==> src/sv/assert_macros.svh <==
// assertion helpers shared by the rtl files
`ifndef ASSERT_MACROS_SVH
`define ASSERT_MACROS_SVH
`ifndef SYNTHESIS
// property must hold at every clock edge out of reset
`define WRCE_ASSERT(label, ck, rn, prop) \
	label: assert property (@(posedge ck) disable iff (!rn) (prop)) \
	else $error("wrce assertion failed");
// consequent must hold whenever the antecedent holds
`define WRCE_ASSERT_IMP(label, ck, rn, ante, cons) \
	label: assert property (@(posedge ck) disable iff (!rn) (ante) |-> (cons)) \
	else $error("wrce implication failed");
`else
`define WRCE_ASSERT(label, ck, rn, prop)
`define WRCE_ASSERT_IMP(label, ck, rn, ante, cons)
`endif
`endif

==> src/sv/wrce_pkg.sv <==
package wrce_pkg;

	// only report bytes 0..8 are ever compared, so only those are kept
	localparam int KEEP_BYTES = 9;
	localparam int KEEP_BITS  = KEEP_BYTES * 8;
	localparam int BIT_IDX_W  = $clog2(KEEP_BITS);
	localparam int BYTE_IDX_W = $clog2(KEEP_BYTES);
	localparam int COUNT_W    = 6;
	localparam logic [COUNT_W-1:0] COUNT_MAX = '1;

	// report queue and event queue depths
	localparam int QDEPTH     = 2;
	localparam int QPTR_W     = $clog2(QDEPTH);
	localparam int OUT_DEPTH  = 2;
	localparam int OUT_PTR_W  = $clog2(OUT_DEPTH);

	typedef logic [2:0] model_t;
	typedef logic [KEEP_BYTES-1:0][7:0] report_t;

	// wheel model codes
	localparam model_t WM_M0 = 3'd0;
	localparam model_t WM_M1 = 3'd1;
	localparam model_t WM_M2 = 3'd2;
	localparam model_t WM_M3 = 3'd3;
	localparam model_t WM_M4 = 3'd4;
	localparam model_t WM_M5 = 3'd5;

	// per-model layout tables, unused codes accept no length
	localparam logic [COUNT_W-1:0] LEN_TAB [8] = '{
		6'd12, 6'd11, 6'd11, 6'd8, 6'd8, 6'd27, 6'd0, 6'd0};
	localparam logic [5:0] BOFF_TAB [8] = '{
		6'd4, 6'd4, 6'd4, 6'd4, 6'd14, 6'd0, 6'd0, 6'd0};
	localparam logic [4:0] BCNT_TAB [8] = '{
		5'd25, 5'd22, 5'd19, 5'd21, 5'd14, 5'd13, 5'd0, 5'd0};

	typedef enum logic [1:0] {
		EV_HAT    = 2'd0,
		EV_BUTTON = 2'd1,
		EV_AXIS   = 2'd2,
		EV_DONE   = 2'd3
	} ev_kind_t;

	typedef struct packed {
		ev_kind_t    kind;
		logic [4:0]  index;
		logic [15:0] value;
		logic        last;
	} event_t;

	typedef enum logic [2:0] {
		AX_NONE,
		AX_BYTE,
		AX_W16,
		AX_W14_SHIFT,
		AX_W14_HI
	} ax_mode_t;

	// one axis check: how to build the key, which axis, low and high byte
	typedef struct packed {
		ax_mode_t   mode;
		logic [1:0] axis;
		logic [3:0] pos;
		logic [3:0] hi;
	} ax_slot_t;

	// hat nibble to direction mask
	function automatic logic [3:0] hat_mask(input logic [3:0] n);
		logic [3:0] m;
		unique case (n)
			4'd0: m = 4'd1;
			4'd1: m = 4'd3;
			4'd2: m = 4'd2;
			4'd3: m = 4'd6;
			4'd4: m = 4'd4;
			4'd5: m = 4'd12;
			4'd6: m = 4'd8;
			4'd7: m = 4'd9;
			default: m = 4'd0;
		endcase
		return m;
	endfunction

	// axis layout per model and check slot
	function automatic ax_slot_t axis_slot(input model_t m, input logic [1:0] k);
		ax_slot_t s;
		s = '{AX_NONE, 2'd0, 4'd0, 4'd0};
		unique case (m) inside
			WM_M0: begin
				unique case (k)
					2'd0: s = '{AX_W16, 2'd0, 4'd4, 4'd5};
					2'd1: s = '{AX_BYTE, 2'd2, 4'd6, 4'd0};
					2'd2: s = '{AX_BYTE, 2'd3, 4'd7, 4'd0};
					default: s = '{AX_BYTE, 2'd1, 4'd8, 4'd0};
				endcase
			end
			WM_M1, WM_M2: begin
				unique case (k)
					2'd0: s = '{AX_W14_SHIFT, 2'd0, 4'd3, 4'd4};
					2'd1: s = '{AX_BYTE, 2'd2, 4'd5, 4'd0};
					2'd2: s = '{AX_BYTE, 2'd3, 4'd6, 4'd0};
					default: s = '{AX_BYTE, 2'd1, 4'd7, 4'd0};
				endcase
			end
			WM_M3: begin
				unique case (k)
					2'd0: s = '{AX_W14_HI, 2'd0, 4'd4, 4'd5};
					2'd1: s = '{AX_BYTE, 2'd1, 4'd6, 4'd0};
					2'd2: s = '{AX_BYTE, 2'd2, 4'd7, 4'd0};
					default: s = '{AX_NONE, 2'd0, 4'd0, 4'd0};
				endcase
			end
			WM_M4: begin
				unique case (k)
					2'd0: s = '{AX_W14_HI, 2'd0, 4'd0, 4'd1};
					2'd1: s = '{AX_BYTE, 2'd1, 4'd5, 4'd0};
					2'd2: s = '{AX_BYTE, 2'd2, 4'd6, 4'd0};
					default: s = '{AX_NONE, 2'd0, 4'd0, 4'd0};
				endcase
			end
			WM_M5: begin
				unique case (k)
					2'd0: s = '{AX_BYTE, 2'd0, 4'd3, 4'd0};
					2'd1: s = '{AX_BYTE, 2'd1, 4'd4, 4'd0};
					2'd2: s = '{AX_BYTE, 2'd2, 4'd5, 4'd0};
					default: s = '{AX_BYTE, 2'd3, 4'd6, 4'd0};
				endcase
			end
			default: s = '{AX_NONE, 2'd0, 4'd0, 4'd0};
		endcase
		return s;
	endfunction

	// comparison key of an axis, 14-bit axes zero-extended
	function automatic logic [15:0] axis_key(input report_t r, input ax_slot_t s);
		logic [15:0] key;
		unique case (s.mode)
			AX_BYTE:      key = {8'd0, r[s.pos]};
			AX_W16:       key = {r[s.hi], r[s.pos]};
			AX_W14_SHIFT: key = {2'd0, r[s.hi], r[s.pos][7:2]};
			AX_W14_HI:    key = {2'd0, r[s.hi][5:0], r[s.pos]};
			default:      key = 16'd0;
		endcase
		return key;
	endfunction

	// reported axis value: offset to signed, byte axes replicated
	function automatic logic [15:0] axis_value(input logic [15:0] key, input ax_mode_t mode);
		logic [15:0] v;
		unique case (mode) inside
			AX_BYTE:                v = {key[7:0], key[7:0]} ^ 16'h8000;
			AX_W16:                 v = key ^ 16'h8000;
			AX_W14_SHIFT, AX_W14_HI: v = {key[13:0], 2'b00} ^ 16'h8000;
			default:                v = 16'd0;
		endcase
		return v;
	endfunction

endpackage

==> src/sv/wheel_report_change_events_top.sv <==
// Wheel report change-event generator. Report bytes are pushed one per transfer,
// byte zero first, with end_of_report on the last byte; a byte is taken whenever
// full is low. A report whose length matches the selected wheel model is
// snapshotted into a two-entry report queue; any other length is dropped
// without events. The back end walks one check per cycle over the snapshot
// against the stored previous report: the hat, each button of the model, four
// axis slots and the done event, then an idle state; a check with an event to
// emit stalls while the two-entry event queue is full. full stays high while
// both report snapshots are waiting. Events are popped from the event queue:
// kind, index, value and last_of_run (set on the done event, whose value is the
// changed flag). The wheel model register is written over the cfg channel,
// which is always ready, and must only change while no report is in flight.
module wheel_report_change_events_top (
	input  logic               clk,
	input  logic               arst_n,
	input  logic               push,
	output logic               full,
	input  logic [7:0]         data_byte,
	input  logic               end_of_report,
	output logic               empty,
	input  logic               pop,
	output logic [1:0]         event_kind,
	output logic [4:0]         event_index,
	output logic signed [15:0] event_value,
	output logic               last_of_run,
	input  logic               cfg_valid,
	output logic               cfg_ready,
	input  logic [2:0]         cfg_wheel_model
);

	wrce_pkg::model_t   model_q;
	logic               accept;
	logic               q_push;
	wrce_pkg::report_t  q_data;
	logic               q_pop;
	logic               q_full;
	logic               q_valid;
	wrce_pkg::report_t  q_head;
	wrce_pkg::event_t   out_ev;

	// wheel model register
	assign cfg_ready = 1'b1;

	always_ff @(posedge clk or negedge arst_n) begin
		if (!arst_n) begin
			model_q <= wrce_pkg::WM_M0;
		end else if (cfg_valid && cfg_ready) begin
			model_q <= cfg_wheel_model;
		end
	end

	// input transfer
	assign full   = q_full;
	assign accept = push && !full;

	wrce_front u_front (
		.clk           (clk),
		.arst_n        (arst_n),
		.accept        (accept),
		.data_byte     (data_byte),
		.end_of_report (end_of_report),
		.model         (model_q),
		.q_push        (q_push),
		.q_data        (q_data)
	);

	wrce_rpt_queue u_queue (
		.clk       (clk),
		.arst_n    (arst_n),
		.push      (q_push),
		.push_data (q_data),
		.pop       (q_pop),
		.full      (q_full),
		.valid     (q_valid),
		.head      (q_head)
	);

	wrce_back u_back (
		.clk     (clk),
		.arst_n  (arst_n),
		.model   (model_q),
		.q_valid (q_valid),
		.q_head  (q_head),
		.q_pop   (q_pop),
		.pop     (pop),
		.empty   (empty),
		.out_ev  (out_ev)
	);

	// result fields
	assign event_kind  = out_ev.kind;
	assign event_index = out_ev.index;
	assign event_value = $signed(out_ev.value);
	assign last_of_run = out_ev.last;

endmodule

==> src/sv/wrce_front.sv <==
module wrce_front (
	input  logic                     clk,
	input  logic                     arst_n,
	input  logic                     accept,
	input  logic [7:0]               data_byte,
	input  logic                     end_of_report,
	input  wrce_pkg::model_t         model,
	output logic                     q_push,
	output wrce_pkg::report_t        q_data
);

	wrce_pkg::report_t               cur_q;
	wrce_pkg::report_t               cur_next;
	logic [wrce_pkg::COUNT_W-1:0]    cnt_q;
	logic [wrce_pkg::COUNT_W-1:0]    cnt_inc;

	// merge incoming byte, saturate the count
	always_comb begin
		cur_next = cur_q;
		if (cnt_q < wrce_pkg::COUNT_W'(wrce_pkg::KEEP_BYTES)) begin
			cur_next[cnt_q[wrce_pkg::BYTE_IDX_W-1:0]] = data_byte;
		end
		cnt_inc = (cnt_q == wrce_pkg::COUNT_MAX) ? cnt_q : cnt_q + 1'b1;
	end

	// hand a report of the right length to the back end
	assign q_push = accept && end_of_report && (cnt_inc == wrce_pkg::LEN_TAB[model])
		&& (cnt_inc != '0);
	assign q_data = cur_next;

	// report byte capture
	always_ff @(posedge clk) begin
		if (accept) begin
			cur_q <= cur_next;
		end
	end

	// byte position
	always_ff @(posedge clk or negedge arst_n) begin
		if (!arst_n) begin
			cnt_q <= '0;
		end else if (accept) begin
			cnt_q <= end_of_report ? '0 : cnt_inc;
		end
	end

endmodule

==> src/sv/wrce_rpt_queue.sv <==
`include "assert_macros.svh"

module wrce_rpt_queue (
	input  logic                 clk,
	input  logic                 arst_n,
	input  logic                 push,
	input  wrce_pkg::report_t    push_data,
	input  logic                 pop,
	output logic                 full,
	output logic                 valid,
	output wrce_pkg::report_t    head
);

	wrce_pkg::report_t                 mem_q [wrce_pkg::QDEPTH];
	logic [wrce_pkg::QPTR_W-1:0]       wr_ptr_q;
	logic [wrce_pkg::QPTR_W-1:0]       rd_ptr_q;
	logic [wrce_pkg::QPTR_W:0]         cnt_q;

	assign full  = (cnt_q == (wrce_pkg::QPTR_W + 1)'(wrce_pkg::QDEPTH));
	assign valid = (cnt_q != '0);
	assign head  = mem_q[rd_ptr_q];

	// snapshot storage
	always_ff @(posedge clk) begin
		if (push) begin
			mem_q[wr_ptr_q] <= push_data;
		end
	end

	// pointers and fill level
	always_ff @(posedge clk or negedge arst_n) begin
		if (!arst_n) begin
			wr_ptr_q <= '0;
			rd_ptr_q <= '0;
			cnt_q    <= '0;
		end else begin
			if (push) begin
				wr_ptr_q <= wr_ptr_q + 1'b1;
			end
			if (pop) begin
				rd_ptr_q <= rd_ptr_q + 1'b1;
			end
			if (push && !pop) begin
				cnt_q <= cnt_q + 1'b1;
			end else if (pop && !push) begin
				cnt_q <= cnt_q - 1'b1;
			end
		end
	end

	`WRCE_ASSERT(a_q_cnt_range, clk, arst_n, cnt_q <= (wrce_pkg::QPTR_W + 1)'(wrce_pkg::QDEPTH))
	`WRCE_ASSERT_IMP(a_q_no_overflow, clk, arst_n, push, !full || pop)
	`WRCE_ASSERT_IMP(a_q_no_underflow, clk, arst_n, pop, valid)

endmodule

==> src/sv/wrce_back.sv <==
`include "assert_macros.svh"

module wrce_back (
	input  logic                 clk,
	input  logic                 arst_n,
	input  wrce_pkg::model_t     model,
	input  logic                 q_valid,
	input  wrce_pkg::report_t    q_head,
	output logic                 q_pop,
	input  logic                 pop,
	output logic                 empty,
	output wrce_pkg::event_t     out_ev
);

	typedef enum logic [2:0] {
		ST_IDLE,
		ST_HAT,
		ST_BTN,
		ST_AXIS,
		ST_DONE
	} state_t;

	state_t                            state_q;
	logic [4:0]                        idx_q;
	logic                              changed_q;
	wrce_pkg::report_t                 prev_q;

	wrce_pkg::event_t                  ev;
	logic                              want;
	logic                              push_out;
	logic                              step;
	logic [3:0]                        cur_hat;
	logic [3:0]                        prev_hat;
	logic [wrce_pkg::KEEP_BITS-1:0]    cur_flat;
	logic [wrce_pkg::KEEP_BITS-1:0]    prev_flat;
	logic [wrce_pkg::BIT_IDX_W-1:0]    bit_pos;
	wrce_pkg::ax_slot_t                slot;
	logic [15:0]                       cur_key;
	logic [15:0]                       prev_key;

	wrce_pkg::event_t                  ev_q [wrce_pkg::OUT_DEPTH];
	logic [wrce_pkg::OUT_PTR_W-1:0]    out_wr_q;
	logic [wrce_pkg::OUT_PTR_W-1:0]    out_rd_q;
	logic [wrce_pkg::OUT_PTR_W:0]      out_cnt_q;
	logic                              out_full;
	logic                              out_pop;

	// hat nibble location depends on the model
	always_comb begin
		unique case (model)
			wrce_pkg::WM_M4: begin
				cur_hat  = q_head[3][7:4];
				prev_hat = prev_q[3][7:4];
			end
			wrce_pkg::WM_M5: begin
				cur_hat  = q_head[2][3:0];
				prev_hat = prev_q[2][3:0];
			end
			default: begin
				cur_hat  = q_head[0][3:0];
				prev_hat = prev_q[0][3:0];
			end
		endcase
	end

	// button bit and axis slot for the current check
	assign cur_flat  = q_head;
	assign prev_flat = prev_q;
	assign bit_pos   = wrce_pkg::BIT_IDX_W'(wrce_pkg::BOFF_TAB[model])
		+ wrce_pkg::BIT_IDX_W'(idx_q);
	assign slot      = wrce_pkg::axis_slot(model, idx_q[1:0]);
	assign cur_key   = wrce_pkg::axis_key(q_head, slot);
	assign prev_key  = wrce_pkg::axis_key(prev_q, slot);

	// event candidate of the current check
	always_comb begin
		ev   = '{wrce_pkg::EV_HAT, 5'd0, 16'd0, 1'b0};
		want = 1'b0;
		unique case (state_q)
			ST_HAT: begin
				want = (cur_hat != prev_hat);
				ev   = '{wrce_pkg::EV_HAT, 5'd0, {12'd0, wrce_pkg::hat_mask(cur_hat)}, 1'b0};
			end
			ST_BTN: begin
				want = (cur_flat[bit_pos] != prev_flat[bit_pos]);
				ev   = '{wrce_pkg::EV_BUTTON, idx_q, {15'd0, cur_flat[bit_pos]}, 1'b0};
			end
			ST_AXIS: begin
				want = (slot.mode != wrce_pkg::AX_NONE) && (cur_key != prev_key);
				ev   = '{wrce_pkg::EV_AXIS, {3'd0, slot.axis},
					wrce_pkg::axis_value(cur_key, slot.mode), 1'b0};
			end
			ST_DONE: begin
				want = 1'b1;
				ev   = '{wrce_pkg::EV_DONE, 5'd0, {15'd0, changed_q}, 1'b1};
			end
			default: begin
				want = 1'b0;
			end
		endcase
	end

	// advance unless an event has no room
	assign out_full = (out_cnt_q == (wrce_pkg::OUT_PTR_W + 1)'(wrce_pkg::OUT_DEPTH));
	assign step     = (state_q != ST_IDLE) && !(want && out_full);
	assign push_out = step && want;
	assign q_pop    = step && (state_q == ST_DONE);

	// check sequencer, previous report store
	always_ff @(posedge clk or negedge arst_n) begin
		if (!arst_n) begin
			state_q   <= ST_IDLE;
			idx_q     <= '0;
			changed_q <= 1'b0;
			prev_q    <= '0;
		end else begin
			if (push_out && (state_q != ST_DONE)) begin
				changed_q <= 1'b1;
			end
			unique case (state_q)
				ST_IDLE: begin
					if (q_valid) begin
						state_q   <= ST_HAT;
						changed_q <= 1'b0;
					end
				end
				ST_HAT: begin
					if (step) begin
						state_q <= ST_BTN;
						idx_q   <= '0;
					end
				end
				ST_BTN: begin
					if (step) begin
						if (idx_q == wrce_pkg::BCNT_TAB[model] - 1'b1) begin
							state_q <= ST_AXIS;
							idx_q   <= '0;
						end else begin
							idx_q <= idx_q + 1'b1;
						end
					end
				end
				ST_AXIS: begin
					if (step) begin
						if (idx_q[1:0] == 2'd3) begin
							state_q <= ST_DONE;
						end else begin
							idx_q <= idx_q + 1'b1;
						end
					end
				end
				ST_DONE: begin
					if (step) begin
						state_q <= ST_IDLE;
						for (int k = 0; k < wrce_pkg::KEEP_BYTES; k++) begin
							if (wrce_pkg::COUNT_W'(k) < wrce_pkg::LEN_TAB[model]) begin
								prev_q[k] <= q_head[k];
							end
						end
					end
				end
				default: begin
					state_q <= ST_IDLE;
				end
			endcase
		end
	end

	// event queue toward the consumer
	assign empty   = (out_cnt_q == '0);
	assign out_pop = pop && !empty;
	assign out_ev  = ev_q[out_rd_q];

	always_ff @(posedge clk) begin
		if (push_out) begin
			ev_q[out_wr_q] <= ev;
		end
	end

	always_ff @(posedge clk or negedge arst_n) begin
		if (!arst_n) begin
			out_wr_q  <= '0;
			out_rd_q  <= '0;
			out_cnt_q <= '0;
		end else begin
			if (push_out) begin
				out_wr_q <= out_wr_q + 1'b1;
			end
			if (out_pop) begin
				out_rd_q <= out_rd_q + 1'b1;
			end
			if (push_out && !out_pop) begin
				out_cnt_q <= out_cnt_q + 1'b1;
			end else if (out_pop && !push_out) begin
				out_cnt_q <= out_cnt_q - 1'b1;
			end
		end
	end

	`WRCE_ASSERT(a_out_cnt_range, clk, arst_n, out_cnt_q <= (wrce_pkg::OUT_PTR_W + 1)'(wrce_pkg::OUT_DEPTH))
	`WRCE_ASSERT_IMP(a_run_has_report, clk, arst_n, state_q != ST_IDLE, q_valid)
	`WRCE_ASSERT_IMP(a_btn_in_range, clk, arst_n, state_q == ST_BTN, idx_q < wrce_pkg::BCNT_TAB[model])

endmodule

==> config.mk <==
export PLATFORM = sky130hd
export DESIGN_NAME = wheel_report_change_events_top
export DESIGN_NICKNAME = d
export VERILOG_FILES = /design/src/sv/wrce_pkg.sv /design/src/sv/wheel_report_change_events_top.sv /design/src/sv/wrce_front.sv /design/src/sv/wrce_rpt_queue.sv /design/src/sv/wrce_back.sv
export VERILOG_INCLUDE_DIRS = /design/src /design/src/sv
export SDC_FILE = /design/constraint.sdc
export NUM_CORES = 1
export LEC_CHECK = 0
export BUFFER_PORTS_ARGS = -buffer_cell sky130_fd_sc_hd__buf_2
export CORE_MARGIN = 1.5
export CORE_UTILIZATION = 35
export CTS_BUF_LIST = sky130_fd_sc_hd__clkbuf_4 sky130_fd_sc_hd__clkbuf_8 sky130_fd_sc_hd__clkbuf_16
export CTS_CLUSTER_SIZE = 30
export DETAILED_ROUTE_END_ITERATION = 8
export SYNTH_ARGS = -nofsm -noshare
export SYNTH_HDL_FRONTEND = slang
export SYNTH_SLANG_ARGS = --single-unit
==> constraint.sdc <==
create_clock -name clk -period 12.2 [get_ports clk]
set_clock_uncertainty 0.15 [all_clocks]
set_input_delay 2.44 -clock clk [delete_from_list [all_inputs] [get_ports clk]]
set_output_delay 2.44 -clock clk [all_outputs]
set_load 0.01 [all_outputs]
==> flow_summary.yaml <==
outcome:
  status: "complete, no violations"
layout:
  antenna_cells: 0
  drive_gt1_share_pct: 22.75
  syn_to_final_growth_pct: 11.50
  fin_util_pct: 39.75
  nNetsFinal: 1597
  instances_no_fill: 2283
critical_path:
  path_cells: "inv_1 -> ha_1 -> nand2_1 -> inv_1 -> ha_2 -> inv_1 -> fa_1 -> xor2_2 -> mux4_2 -> mux4_2 -> a21oi_2 -> xor2_1 -> o221a_2 -> nand2_1 -> nand2_1 -> a31oi_1 -> nor2b_2"
  rr_startpoint: "model_q[1]$_DFFE_PN0P_"
  cp-end-kind: "register"
  slowest_stage: "nor2b_2"
  r2r_end: "u_back.ev_q[0][10]$_DFFE_PP_"
  critPathTopFamily: "simple AND/OR/NAND/NOR gates"
  worst-path-stages: 17
  ff2ff_setup_slack_ns: 4.53
  crit_required_ns: 12.22
  critical_path_buf_inv_count: 3
  criticalPathCategory: "register to register"
  start_kind: "register"
  arrival_ns: 7.69
  cp_slowest_stage_delay_ns: 1.06
  path_max_fanout: 24
  reg2regPathDepth: 17
global_route:
  grt_overflow: 0
  grt_max_degree: 89
  track_usage_pct: 20.72
  grt_pass1_wl_um: 87630
  grt_pass1_vias: 13360
  antenna_found_initial: 0
routing:
  wl_met3_um: 4541
  wl_per_cell_um: 25.72
  first_iter_violations: 1355
  drc: 0
  vias: 13490
  firstDrtPassIters: 5
  drtAntennaViolNets: 0
  wl_met2_um: 26020
  routed_wl_um: 58720
  wl_met1_um: 25990
  vias_per_cell: 5.907
  top_layer_used: "met4"
hold_path:
  min_from: "u_back.prev_flat[59]$_DFFE_PN0P_"
  whs_path_depth: 2
  worstHoldEndpoint: "u_back.prev_flat[59]$_DFFE_PN0P_"
  hp-class: "register to register"
die:
  dieArea_um2: 56660
  die_x_um: 238.0
  core_um2: 54240
  io_pins: 44
  initial_core_util_pct: 35.65
  die_h_um: 238.0
  rows: 85
sta:
  setup_viol: 0
  clock.fmax_mhz: 130.3
  worst_slew_pin_slew_ns: 1.245
  rsz0062_at_grt: "false"
  tns_ns: 0
  slew_violations: 0
  min_period_ns: 7.673
  finalCritPeriodShare_pct: 62.89
  max_slew_margin_pct: 16.64
  hold_viol: 0
synth:
  synth_fp_nets: 1576
  synthTopCellsByCount: "264 x edfxtp_1, 148 x nand2_1, 130 x o21ai_0, 114 x mux2_2, 98 x dfrtp_1"
  synth_top_area_share_pct: 41.00
  synth.most_common_cell: "edfxtp_1"
  yosys_warnings: 0
  ys.flop_type: "edfxtp_1"
  yosys.area.top_type: "edfxtp_1"
  async_reset_ff_share_pct: 27.07
  syn_area_per_cell_um2: 12.59
  synth_seq_cells: 362
  netlist_area_um2: 19330
  synth_edf_count: 264
  synth_cells: 1536
  ys_seq_area_share_pct: 53.69
  ys_types: 81
  yosys-top-cells-area: "edfxtp_1 41%, dfrtp_1 13%, mux4_2 8.4%, mux2_2 6.6%, mux2i_1 4.6%"
clocking:
  cts-root-buf: "clkbuf_16"
  clockBufferDepth: 3
  numClockSinks: 362
  htreeDepth: 2
  cts_hold_buf: 0
  clk-insertion-delay-late_ns: 0.59
  cts_tree: "yes"
  numCtsBuffers: 40
  cts_resized: 0
  cts_setup_buffers: 0
  cts.clk_slew.worst_paths_ns: 0.06
placed_design:
  gp_congestion: 0.9336
  dp_hpwl_um: 41170
  portBuffers: 42
  placed_cells: 2211
pwr:
  power.internal_mw: 3.371
  leakage_nw: 7.896
  power.share.sequential_pct: 36.0
  power_density_nw_per_um2: 255.3
  power.share.clock_pct: 22.4
  ir_drop_v: 0.0001137
  power_frac_comb_pct: 41.6
  p_sw_share_pct: 38.75
  power.switching_mw: 2.133
job:
  drv_cap: 0
worst register-to-register path: stages, from the launching register on:
cell and delay, ns:
dfrtp_1 0.45, inv_1 0.24, ha_1 0.69, nand2_1 0.24, inv_1 0.40, ha_2 0.28, inv_1 0.05, fa_1 0.44
xor2_2 0.86, mux4_2 0.68, mux4_2 0.50, a21oi_2 0.24, xor2_1 0.16, o221a_2 0.34, nand2_1 0.07, nand2_1 0.05
a31oi_1 0.35, nor2b_2 1.07
cells in the final DEF (no fill, tap or decap), types with 7 or more instances in the layout:
cell / count
a221o_1: 7
inv_1: 35
dfrtp_1: 97
buf_4: 30
clkbuf_4: 11
xor2_1: 10
nand3_1: 31
nor2b_1: 8
a211oi_1: 25
nor3_1: 26
mux2_2: 114
nand2_1: 147
o21ai_0: 129
mux2i_1: 88
a31oi_1: 11
o211ai_1: 13
and3_1: 24
o22ai_1: 14
nand2b_1: 10
a21oi_1: 55
a21o_1: 7
ha_1: 21
nor2_1: 80
xnor2_1: 17
edfxtp_1: 264
a22oi_1: 9
a221oi_1: 8
clkbuf_16: 40
mux4_2: 72
buf_2: 41
per-stage QoR:
| stage | instance area [um^2] | hold slack (ns) | power, mW | worst slack (ns) |
|---|---|---|---|---|
| 6_report | 21560 | 0.3322 | 5.504 | 4.527 |
| 3_5_place_dp | 20220 | 0.3196 | 4.256 | 4.536 |
| 4_1_cts | 21560 | 0.3335 | 5.502 | 4.502 |
| 2_1_floorplan | 19330 | 0.2918 | 3.532 | 3.186 |
| 3_3_place_gp | 20220 | 0.3097 | 4.217 | 4.762 |
| 5_1_grt | 21560 | 0.3506 | 5.781 | 4.041 |
cell families after synthesis:
family,after synthesis,share of synthesized area (%)
XOR/XNOR,28,1.307
AO/OA/AOI/OAI,350,11.80
other,1,0.01940
AND/OR/NAND/NOR,369,8.904
buffers and inverters,128,3.100
flip-flops,362,53.69
adder cells (fa/ha/maj),23,1.527
multiplexers,275,19.66
flip-flops by register name, summed over array words and instances (netlist names), 2 cells and up:
signal and flops:
u_queue.cnt_q 2, u_back.prev_flat 72, u_back.out_cnt_q 2, u_front.cnt_q 6, u_back.idx_q 5, u_back.state_q 3, u_back.ev_q 48, model_q 3
u_front.cur_q 72, u_queue.mem_q 144
worst max-delay path by stage:
stage	from	end	slack, ns
after floorplan	push	u_queue.mem_q[0][0]$_DFFE_PP_	3.19
after global placement	model_q[1]$_DFFE_PN0P_	u_back.ev_q[0][3]$_DFFE_PP_	4.76
after detailed placement	model_q[1]$_DFFE_PN0P_	u_back.ev_q[0][3]$_DFFE_PP_	4.54
after CTS	model_q[1]$_DFFE_PN0P_	u_back.ev_q[0][5]$_DFFE_PP_	4.50
after global routing	model_q[1]$_DFFE_PN0P_	u_back.ev_q[0][10]$_DFFE_PP_	4.04
final	model_q[1]$_DFFE_PN0P_	u_back.ev_q[0][10]$_DFFE_PP_	4.53
layout make-up:
cell class / count / area (um^2)
timing repair buffer: 71 / 430.4
multi-input combinational: 1046 / 8399
inverter: 36 / 135.1
fill: 5107 / 32680
tap: 696 / 870.8
clock buffer: 53 / 1111
sequential: 362 / 10380
clock inverter: 19 / 227.7
per-layer routing:
metal	track usage [%]	vias to the layer above
met4	7.998	0
met2	31.56	577
met3	4.315	111
met5	0	-
li1	-	5966
met1	29.00	6831
power by group through the flow:
stage          clock network (mW)  logic [mW]  registers [mW]
3_3_place_gp                    0        2.23            1.99
5_1_grt                      1.31        2.46            2.01
4_1_cts                      1.26        2.27            1.98
2_1_floorplan                   0        1.66            1.87
3_5_place_dp                    0        2.26            2.00
6_report                     1.23        2.29            1.98
(Power assumes the default switching activity.)
